## src/hdl/double_ended_queue_defines.svh

```systemverilog
// ----------------------------------------------------------------------------
// double_ended_queue_defines : assertion macros
// Shared concurrent assertion forms, clocked on clk and held off in reset.
// ----------------------------------------------------------------------------
`ifndef DOUBLE_ENDED_QUEUE_DEFINES_SVH
`define DOUBLE_ENDED_QUEUE_DEFINES_SVH

// Same-cycle implication.
`define DEQ_ASSERT_NOW(label, ante, cons) \
  label: assert property (@(posedge clk) disable iff (!rst_n) (ante) |-> (cons)) \
    else $error("deque assertion failed");

// Next-cycle implication.
`define DEQ_ASSERT_NEXT(label, ante, cons) \
  label: assert property (@(posedge clk) disable iff (!rst_n) (ante) |=> (cons)) \
    else $error("deque assertion failed");

`endif

```

## src/hdl/deq_pkg.sv

```systemverilog
// ----------------------------------------------------------------------------
// deq_pkg
// Operation and status codes and the control bundle of the deque.
// ----------------------------------------------------------------------------
package deq_pkg;

  typedef enum logic [2:0] {
    OP_PUSH_FRONT = 3'd0,
    OP_PUSH_BACK  = 3'd1,
    OP_POP_FRONT  = 3'd2,
    OP_POP_BACK   = 3'd3,
    OP_PEEK_FRONT = 3'd4,
    OP_PEEK_BACK  = 3'd5
  } op_t;

  typedef enum logic [1:0] {
    ST_OK    = 2'd0,
    ST_EMPTY = 2'd1,
    ST_FULL  = 2'd2
  } status_t;

  // memory access and result status for one operation
  typedef struct packed {
    logic    wr_en;
    logic    rd_en;
    status_t status;
  } req_t;

  localparam int OUT_WORD_BITS  = 32;
  localparam int OUT_COUNT_BITS = 15;

endpackage

```

## src/hdl/deq_ptr.sv

```systemverilog
// ----------------------------------------------------------------------------
// deq_ptr
// Head, tail and fill count of the circular buffer; decodes each operation
// into a memory access and a status.
// ----------------------------------------------------------------------------
module deq_ptr #(
  parameter int DEPTH = 16384,
  localparam int AW   = $clog2(DEPTH),
  localparam int CW   = $clog2(DEPTH + 1)
) (
  input  logic                clk,
  input  logic                rst_n,
  input  logic                accept,
  input  logic [2:0]          kind,
  output deq_pkg::req_t       req,
  output logic [AW-1:0]       addr,
  output logic [CW-1:0]       count_nxt
);

  import deq_pkg::*;

  localparam logic [AW-1:0] LAST = AW'(DEPTH - 1);
  localparam logic [CW-1:0] FULL = CW'(DEPTH);

  logic [AW-1:0] head_r, head_nxt, tail_r, tail_nxt;
  logic [AW-1:0] head_inc, head_dec, tail_inc, tail_dec;
  logic [CW-1:0] cnt_r;
  logic          is_full, is_empty;
  req_t          req_c;

  assign head_inc = (head_r == LAST) ? '0 : head_r + 1'b1;
  assign head_dec = (head_r == '0) ? LAST : head_r - 1'b1;
  assign tail_inc = (tail_r == LAST) ? '0 : tail_r + 1'b1;
  assign tail_dec = (tail_r == '0) ? LAST : tail_r - 1'b1;
  assign is_full  = (cnt_r == FULL);
  assign is_empty = (cnt_r == '0);

  always_comb begin
    head_nxt  = head_r;
    tail_nxt  = tail_r;
    count_nxt = cnt_r;
    addr      = head_r;
    req_c     = '{wr_en: 1'b0, rd_en: 1'b0, status: ST_OK};
    unique case (kind)
      OP_PUSH_FRONT: begin
        if (is_full) begin
          req_c.status = ST_FULL;
        end else begin
          addr        = head_dec;
          head_nxt    = head_dec;
          count_nxt   = cnt_r + 1'b1;
          req_c.wr_en = 1'b1;
        end
      end
      OP_PUSH_BACK: begin
        if (is_full) begin
          req_c.status = ST_FULL;
        end else begin
          addr        = tail_r;
          tail_nxt    = tail_inc;
          count_nxt   = cnt_r + 1'b1;
          req_c.wr_en = 1'b1;
        end
      end
      OP_POP_FRONT, OP_PEEK_FRONT: begin
        if (is_empty) begin
          req_c.status = ST_EMPTY;
        end else begin
          addr        = head_r;
          req_c.rd_en = 1'b1;
          if (kind == OP_POP_FRONT) begin
            head_nxt  = head_inc;
            count_nxt = cnt_r - 1'b1;
          end
        end
      end
      OP_POP_BACK, OP_PEEK_BACK: begin
        if (is_empty) begin
          req_c.status = ST_EMPTY;
        end else begin
          addr        = tail_dec;
          req_c.rd_en = 1'b1;
          if (kind == OP_POP_BACK) begin
            tail_nxt  = tail_dec;
            count_nxt = cnt_r - 1'b1;
          end
        end
      end
      default: begin
      end
    endcase
  end

  assign req = '{wr_en:  req_c.wr_en & accept,
                 rd_en:  req_c.rd_en & accept,
                 status: req_c.status};

  always_ff @(posedge clk) begin
    if (!rst_n) begin
      head_r <= '0;
      tail_r <= '0;
      cnt_r  <= '0;
    end else if (accept) begin
      head_r <= head_nxt;
      tail_r <= tail_nxt;
      cnt_r  <= count_nxt;
    end
  end

endmodule

```

## config.mk

```make
export PLATFORM = sky130hd
export DESIGN_NAME = deq_ptr
export DESIGN_NICKNAME = d
export VERILOG_FILES = /design/src/hdl/double_ended_queue_defines.svh /design/src/hdl/deq_pkg.sv /design/src/hdl/deq_ptr.sv
export SDC_FILE = /design/constraint.sdc
export NUM_CORES = 1
export LEC_CHECK = 0
export BUFFER_PORTS_ARGS = -buffer_cell sky130_fd_sc_hd__buf_2
export CORE_ASPECT_RATIO = 1.1
export CORE_MARGIN = 4
export CORE_UTILIZATION = 40
export DETAILED_ROUTE_END_ITERATION = 7
export GPL_ROUTABILITY_DRIVEN = 0
export GPL_TIMING_DRIVEN = 0
export PLACE_DENSITY_LB_ADDON = 0.12
export SYNTH_ARGS = -nofsm -noshare
export SYNTH_HDL_FRONTEND = slang
export SYNTH_SLANG_ARGS = --single-unit
```

## constraint.sdc

```tcl
create_clock -name clk -period 3.7 [get_ports clk]
set_input_delay 1.11 -clock clk [delete_from_list [all_inputs] [get_ports clk]]
set_output_delay 1.11 -clock clk [all_outputs]
set_load 0.005 [all_outputs]
```

==> metrics.cfg <==
[cts]
cts.path.max_buffers = 2
clock-sinks = 43
cts_max_level = 2
cts-root-buf = clkbuf_16
cts_buffers = 5
clk_latency_ps = 290
cts_tree = done
cts.reportedPaths.clkPinSlew_ps = 60

[sta]
finalHoldViolCount = 0
max_slew.worst_pin.slew_ps = 886
maxSlewViolCount = 0
max_freq_ghz = 0.267
rsz0062_at_grt = yes
fin_hold_ws_ps = 560
finalCritPeriodShare = 1.01
setup_viol = 1
setup_slack_ps = -49.2
period_minus_slack_ps = 3750
skew_ps = 5.84
slew_headroom = 0.409

[yosys]
yosys-top-cells-count = 76 x nor2_1, 70 x o21ai_0, 68 x a21oi_1
synth_cells = 717
synth_most_common_cell = nor2_1
ys_ff_latch = 43
yosysWarnings = 0
synth_edf_count = 0
synth-seq-area-share = 0.183
ys_top_cells_by_area = dfxtp_1 18%, o21ai_0 7.4%, a21oi_1 7.2%
synthesis.nets = 735
yosysUniqueCellTypes = 81
avgSynthCellArea_um2 = 6.56
synth_area_leader_cell = dfxtp_1
syn-cell-area_mm2 = 0.00470
synth-async-reset-ratio = 0
yosysTopAreaCellShare = 0.183
synth-main-ff-cell = dfxtp_1

[placed_design]
port-buffer-count = 37
dp_hpwl_mm = 13.6

[power_and_ir_drop]
power.leakage_nw = 2.20
vdd_ir_drop_max_uv = 204
powerDensity_mw_per_mm2 = 345

[final_layout]
diodes = 0
drive_gt1_frac = 0.230
post-route-util = 0.515
fin_nets = 798
fillers = 1180
syn_to_final_growth_pct = 25.7

[setup_path]
crit_path_cell_trace = nor4_4 -> nand2_2 -> or4b_4 -> or4_4 -> o221a_1 -> nor2_2 -> buf_2
endpoint_kind = primary output
rr_endpoint = head_r[4]$_SDFFE_PN0P_
cp_data_required_time_ps = 2590
crit_path_max_fanout = 4
crit_path_start = cnt_r[2]$_SDFFE_PN0P_
r2r_slack_ps = 760
crit_type = reg2out
crit_path_end = count_nxt[13]
startpoint_type = flip-flop
rr_worst_depth = 8
slowest_delay_ps = 540
r2r_start = head_r[4]$_SDFFE_PN0P_
cp_slowest_cell = or4b_4
critPathArrivalTime_ps = 2640

[route]
drt_iter0_markers = 551
avgViaCountPerCell = 6.67
drt_wl_total_mm = 19.3
drc = 0
firstDrtPassIters = 6
num_vias = 6192
detail_route.wl_per_cell_um = 20.8
ant_nets = 0

[run_status]
status = finished, violations left
violations = negative setup slack

[global_routing]
track_usage = 0.271
antenna_found_initial = 0
grt_max_degree = 13
grt.overflow.total = 0
grt_pass1_vias = 5867
grt_pass1_wl_mm = 30.1

[die]
start_util = 0.409
core-area_mm2 = 0.0115
design.die.area_mm2 = 0.0136
row_count = 41
dieHeight_um = 122
die_w_um = 111
io_pins = 39

[run]
max_cap_violations = 0

[worst_hold_path]
holdCritPathClass = reg2reg

-- logic make-up (layout without fill, tap and decap cells) --
| kind of cell | count (synthesis) | in the layout | synth area share |
|---|---|---|---|
| AND/OR/NAND/NOR | 292 | 292 | 0.320 |
| AO/OA/AOI/OAI | 255 | 255 | 0.346 |
| buffers and inverters | 94 | 156 | 0.0774 |
| flip-flops | 43 | 43 | 0.183 |
| XOR/XNOR | 14 | 14 | 0.0261 |
| adder cells (fa/ha/maj) | 12 | 12 | 0.0319 |
| multiplexers | 7 | 7 | 0.0157 |
-- worst max-delay path: cells and delay by family (launching register included) --
family | cells | cell delay [ps]
AOI/OAI and AO/OA | 1 | 300
DFF | 1 | 370
buffers and inverters | 1 | 110
and+or+nand+nor | 5 | 1550
-- timing repair --
action	in CTS	in global routing
pin swaps	15	16
endpoints found under the setup margin	30	29
buffers inserted	18	16
gates cloned	0	0
hold buffers	0	0
resized for setup	87	54
-- cells in the final DEF (no fill, tap or decap), drive strengths merged, types with 12 or more instances in the layout --
master   n
nor2    77
buf     77
o21ai   73
a21oi   68
nand2   54
clkbuf  52
dfxtp   43
nand3   37
nor3    33
inv     25
nor4    15
nand4   14
a31oi   12
o22ai   12
ha      12
-- power breakdown --
| part | internal (W) | switching [W] | leakage, nW |
|---|---|---|---|
| combinational | 0.000443 | 0.000644 | 1.79 |
| sequential | 0.000487 | 0.0000358 | 0.354 |
| clock | 0.000243 | 0.000188 | 0.0628 |
-- final cells by class --
type | instances | area, µm² | area share
Buffer | 52 | 269 | 0.0455
Clock buffer | 6 | 129 | 0.0218
Inverter | 27 | 108 | 0.0182
Multi-Input combinational cell | 580 | 3890 | 0.657
Sequential cell | 43 | 877 | 0.148
Tap cell | 150 | 188 | 0.0317
Timing Repair Buffer | 71 | 457 | 0.0772
-- worst min path at each step --
stage / start / end / slack (ps) / cells past startpoint
floorplan: cnt_r[12]$_SDFFE_PN0P_ / cnt_r[12]$_SDFFE_PN0P_ / 510 / 2
global placement: cnt_r[12]$_SDFFE_PN0P_ / cnt_r[12]$_SDFFE_PN0P_ / 560 / 2
detailed placement: cnt_r[12]$_SDFFE_PN0P_ / cnt_r[12]$_SDFFE_PN0P_ / 570 / 2
CTS: tail_r[1]$_SDFFE_PN0P_ / tail_r[1]$_SDFFE_PN0P_ / 540 / 2
global route: tail_r[1]$_SDFFE_PN0P_ / tail_r[1]$_SDFFE_PN0P_ / 580 / 2
finish: tail_r[1]$_SDFFE_PN0P_ / tail_r[1]$_SDFFE_PN0P_ / 560 / 2
-- per-layer routing --
layer | wire, µm | global-route usage
met1 | 7560 | 0.328
met2 | 9270 | 0.470
met3 | 1470 | 0.0363
met4 | 984 | 0.144
met5 | 0 | 0
-- state kept, by name (all words and copies together), names as in the netlist --
register,count
cnt_r,15
head_r,14
tail_r,14
-- per-stage QoR --
stage	cells	TNS, ps	instance area (µm²)	power [W]	setup WS, ps
2_1_floorplan	717	0	4710	0.00111	0.0879
3_3_place_gp	904	-13900	5080	0.00137	-822
3_5_place_dp	904	-14590	5080	0.00138	-895
4_1_cts	918	-88.5	5650	0.00194	-63.6
5_1_grt	929	-168	5910	0.00214	-75.8
6_report	929	-49.2	5910	0.00204	-49.2
No activity file was read; power rests on OpenSTA's default activity.
